`src/gbeg_pkg.sv`:
```
// Shared types and constants for the elevation grid interpolator.
package gbeg_pkg;

    localparam int IDX_W  = 12;
    localparam int SMP_W  = 32;
    localparam int FRAC_W = 16;

    localparam logic OP_LOAD  = 1'b0;
    localparam logic OP_QUERY = 1'b1;

    localparam logic [2:0] CFG_ORIGIN_X = 3'd0;
    localparam logic [2:0] CFG_ORIGIN_Y = 3'd1;
    localparam logic [2:0] CFG_INV_X    = 3'd2;
    localparam logic [2:0] CFG_INV_Y    = 3'd3;
    localparam logic [2:0] CFG_COLS     = 3'd4;
    localparam logic [2:0] CFG_ROWS     = 3'd5;

    typedef struct packed {
        logic signed [31:0] origin_x;
        logic signed [31:0] origin_y;
        logic [31:0]        inv_x;
        logic [31:0]        inv_y;
        logic [8:0]         cols;
        logic [8:0]         rows;
    } t_cfg;

    typedef struct packed {
        logic                    op;
        logic                    outside;
        logic [IDX_W-1:0]        col;
        logic [IDX_W-1:0]        row;
        logic [FRAC_W-1:0]       frac_a;
        logic [FRAC_W-1:0]       frac_b;
        logic signed [SMP_W-1:0] value;
    } t_cmd;

endpackage

```
`src/gbeg_fifo.sv`:
```
// Short command queue between the front and back sections.
module gbeg_fifo #(
    parameter int DEPTH = 4
) (
    input  logic            i_clk,
    input  logic            i_rst_n,
    input  logic            i_push,
    input  gbeg_pkg::t_cmd  i_cmd,
    output logic            o_full,
    input  logic            i_pop,
    output logic            o_valid,
    output gbeg_pkg::t_cmd  o_cmd
);

    localparam int AW = (DEPTH > 1) ? $clog2(DEPTH) : 1;

    gbeg_pkg::t_cmd r_mem [DEPTH];
    logic [AW-1:0]  r_wp;
    logic [AW-1:0]  r_rp;
    logic [AW:0]    r_cnt;

    function automatic logic [AW-1:0] f_inc(input logic [AW-1:0] p);
        logic [AW-1:0] q;
        q = (32'(p) == DEPTH - 1) ? '0 : p + AW'(1);
        return q;
    endfunction

    assign o_full  = (r_cnt == (AW+1)'(DEPTH));
    assign o_valid = (r_cnt != '0);
    assign o_cmd   = r_mem[r_rp];

    always_ff @(posedge i_clk) begin
        if (!i_rst_n) begin
            r_wp  <= '0;
            r_rp  <= '0;
            r_cnt <= '0;
        end else begin
            if (i_push) begin
                r_wp <= f_inc(r_wp);
            end
            if (i_pop) begin
                r_rp <= f_inc(r_rp);
            end
            if (i_push && !i_pop) begin
                r_cnt <= r_cnt + (AW+1)'(1);
            end else if (!i_push && i_pop) begin
                r_cnt <= r_cnt - (AW+1)'(1);
            end
        end
    end

    always_ff @(posedge i_clk) begin
        if (i_push) begin
            r_mem[r_wp] <= i_cmd;
        end
    end

endmodule

```
`config.mk`:
```
export PLATFORM = sky130hd
export DESIGN_NAME = gbeg_fifo
export DESIGN_NICKNAME = d
export VERILOG_FILES = /design/src/gbeg_pkg.sv /design/src/gbeg_fifo.sv
export SDC_FILE = /design/constraint.sdc
export NUM_CORES = 1
export LEC_CHECK = 0
export ABC_AREA = 1
export BUFFER_PORTS_ARGS = -buffer_cell sky130_fd_sc_hd__buf_2
export CAP_MARGIN = 20
export CORE_MARGIN = 1
export CORE_UTILIZATION = 52
export CTS_CLUSTER_DIAMETER = 60
export CTS_CLUSTER_SIZE = 28
export DETAILED_ROUTE_END_ITERATION = 8
export HOLD_SLACK_MARGIN = 0.06
export PLACE_DENSITY = 0.8
export SLEW_MARGIN = 20
export SYNTH_ARGS = -nofsm -noshare
export SYNTH_HDL_FRONTEND = slang
export SYNTH_SLANG_ARGS = --single-unit
export TNS_END_PERCENT = 10
```
`constraint.sdc`:
```
create_clock -name i_clk -period 3.1 [get_ports i_clk]
set_input_delay 0.62 -clock i_clk [delete_from_list [all_inputs] [get_ports i_clk]]
set_output_delay 0.62 -clock i_clk [all_outputs]
set_load 0.02 [all_outputs]
```
==> results.cfg <==
[logic_synthesis]
synth_ff_type = edfxtp_1
yosys.area.top_type = edfxtp_1
synth-seq-area-share_pct = 80.0
synth_most_common_cell = edfxtp_1
synth_cell_types = 21
syn_area_um2 = 13700
yosys_warnings = 0
synthTopCellsByCount = edfxtp_1 (360), nor2_1 (189), o21ai_0 (173)
ys_async_sr_fraction_pct = 0
ys_ff_latch = 369
synth_top_cell_area_share_pct = 78.7
synth_fp_nets = 1031
synth_area_leaders = edfxtp_1 (79%), o21ai_0 (6.3%), nor2_1 (5.2%)
synthCells = 930
avgSynthCellArea_um2 = 14.8
synth_edf_count = 360

[floorplan]
row_count = 59
chipHeight_um = 165
core_um2 = 26000
design.die.area_um2 = 27100
start_util_pct = 52.9
io_pins = 186
die_x_um = 165

[timing]
timing.fmax_mhz = 340
rsz0062_at_grt = no
fin_crit_sh_pct = 94.9
tightest_slew_ns = 0.589
hold_viol = 0
slew_headroom_pct = 60.7
hold_ws_ns = 0.297
tns_ns = 0
clock_skew_ns = 0.0173
drv_slew = 0
finalSetupViolCount = 0
period_minus_slack_ns = 2.94
worst_slack_ns = 0.159

[clock_network]
cts-htree-levels = 1
post_cts_buffers = 0
cts_buffer_depth = 3
insertion_delay_ns = 0.53
post_cts_resized = 0
cts_hold_buf = 0
clock-sinks = 369
cts_made_buffers = 23
clockRootBuffer = clkbuf_16
tritoncts = done
path_clk_slew_ns = 0.10

[placement]
post_dp_cell_area_um2 = 15000
placed_cells = 1407
dp_hpwl_um = 14800
pre_cts_ws_ns = 0.642
gp_congestion = 0.736
io_buffers = 185

[status]
run_status = complete, no violations

[setup_path]
r2r_slack_ns = 1.28
path_class = register to output pin
crit_arrival_ns = 2.32
r2r-end = r_mem[0][26]
worstPathMaxFanout = 150
slowest_delay_ns = 0.60
cp.required_ns = 2.48
reg2reg_depth = 5
cp_num_buf_inv = 2
crit_chain = buf_16 > o21ai_0 > o22ai_1 > buf_2
slowest_stage = dfxtp_4
endpoint_kind = output pin
cp-start-kind = register
r2r_start = r_wp[0]
crit_family = buffers and inverters

[global_route]
grt_pass1_vias = 7934
grt_pass1_wl_um = 40500
grt_use_met2_pct = 34.4
use_met1_pct = 24.4
antenna_found_initial = 4
grt_util_met3_pct = 3.77
grt-busiest-layer = met2
grt_max_degree = 151
grt_remaining_overflow = 0
gr-usage-all-layers_pct = 19.6

[routing]
routedWlPerCell_um = 18.7
first_pass_iters = 5
drc = 0
final_antenna_net_count = 0
vias_per_cell = 5.57
vias = 8072
routed_wl_um = 27100
drtIter0Drc = 685

[pwr]
leakage_nw = 5.53
ir_drop_mv = 0.498
power_per_cell_area_nw_per_um2 = 648

[job]
drv_cap = 0

[finish]
final_nets = 1198
syn_to_final_growth_pct = 15.5
drive_gt1_share_pct = 22.3
instances_no_fill = 1449
fin_area_um2 = 15900

[min_path]
hold_start = i_cmd[18]
min_delay_path_depth = 1
hp-class = primary input to register
worstHoldEndpoint = r_mem[1][18]
[per-layer routing]
layer,wire (µm),vias to the layer above,share of wire [%]
li1,-,3830,-
met1,11000,3909,40
met2,13600,275,50
met3,2030,52,7.5
met4,499,6,1.8
met5,39,-,0.14
[worst reg2reg max path: stages, from the launching register on]
cell and delay (ns):
dfxtp_1 0.36, inv_1 0.09, ha_1 0.14, nand2_1 0.09, inv_4 0.45, buf_4 0.38
[final cells by class]
type	count	area, µm²
clock inverters	16	249
clock buffers	25	593
multi-input cells	487	2370
flip-flops and latches	369	11000
repair buffers	200	1170
fillers	1903	10100
inverters	16	77.6
diodes	1	2.50
well taps	335	419
[sequential cells by signal, indices dropped and copies added, names as in the netlist, named ones only]
register  flops
r_wp          2
r_rp          2
r_mem       360
r_cnt         3
[stage by stage]
stage	util (%)	total power, W
detailed placement	57.8	0.00704
CTS	61.0	0.0104
finish	61.1	0.0103
global route	61.1	0.0106
global placement	57.8	0.00700
floorplan	-	0.00659
[cells by family (layout without fill, tap and decap cells)]
logic type	after synthesis	in the layout	share of synthesized area [%]
adders and majority gates	7	7	0.692
DFF	369	369	80.0
and+or+nand+nor	203	203	5.60
AOI/OAI and AO/OA	276	276	10.9
other	0	1	0
buffers and inverters	74	257	2.79
xor gates and xnor gates	1	1	0.0638
[worst max path at each step]
stage / start / to / slack [ns] / cells past startpoint
3_3_place_gp: register / o_cmd[71] / 0.77 / 4
5_1_grt: register / o_cmd[44] / 0.04 / 4
3_5_place_dp: register / o_cmd[71] / 0.64 / 4
4_1_cts: register / o_cmd[71] / 0.06 / 4
2_1_floorplan: i_push / r_mem[3][0] / 0.26 / 2
6_report: register / o_cmd[50] / 0.16 / 4
[cell usage in the layout, fill, tap and decap left out]
| master | netlist | final |
|---|---|---|
| edfxtp_1 | 360 | 360 |
| nor2_1 | 189 | 189 |
| buf_2 | 1 | 185 |
| o21ai_0 | 173 | 173 |
| o22ai_1 | 90 | 90 |
| clkbuf_16 | 0 | 23 |
| o21ai_1 | 10 | 10 |
| inv_1 | 15 | 10 |
| nand2_1 | 9 | 9 |
| buf_12 | 1 | 9 |
| dfxtp_1 | 9 | 7 |
| ha_1 | 6 | 6 |
| clkinv_8 | 0 | 5 |
| buf_4 | 2 | 5 |
| inv_8 | 0 | 4 |
| inv_4 | 0 | 4 |
| nor3_1 | 3 | 3 |
| a21oi_1 | 3 | 3 |
| inv_12 | 0 | 3 |
| clkinv_4 | 0 | 2 |
| diode_2 | 0 | 1 |
| inv_2 | 0 | 1 |
| xor2_1 | 1 | 1 |
| nand3_1 | 1 | 1 |
| nand4_1 | 1 | 1 |
| fa_1 | 1 | 1 |
| dfxtp_4 | 0 | 1 |
| dfxtp_2 | 0 | 1 |
| clkbuf_1 | 44 | 1 |
| bufinv_16 | 0 | 1 |
| clkinvlp_4 | 0 | 1 |
| clkbuf_8 | 0 | 1 |
| clkinv_16 | 0 | 1 |
| buf_16 | 0 | 1 |
[where the power goes]
| group | switching, W | internal (W) |
|---|---|---|
| sequential | 0.0000610 | 0.00569 |
| combinational | 0.000815 | 0.000357 |
| clock | 0.00176 | 0.00160 |
Power figures use the tool's default switching activity.
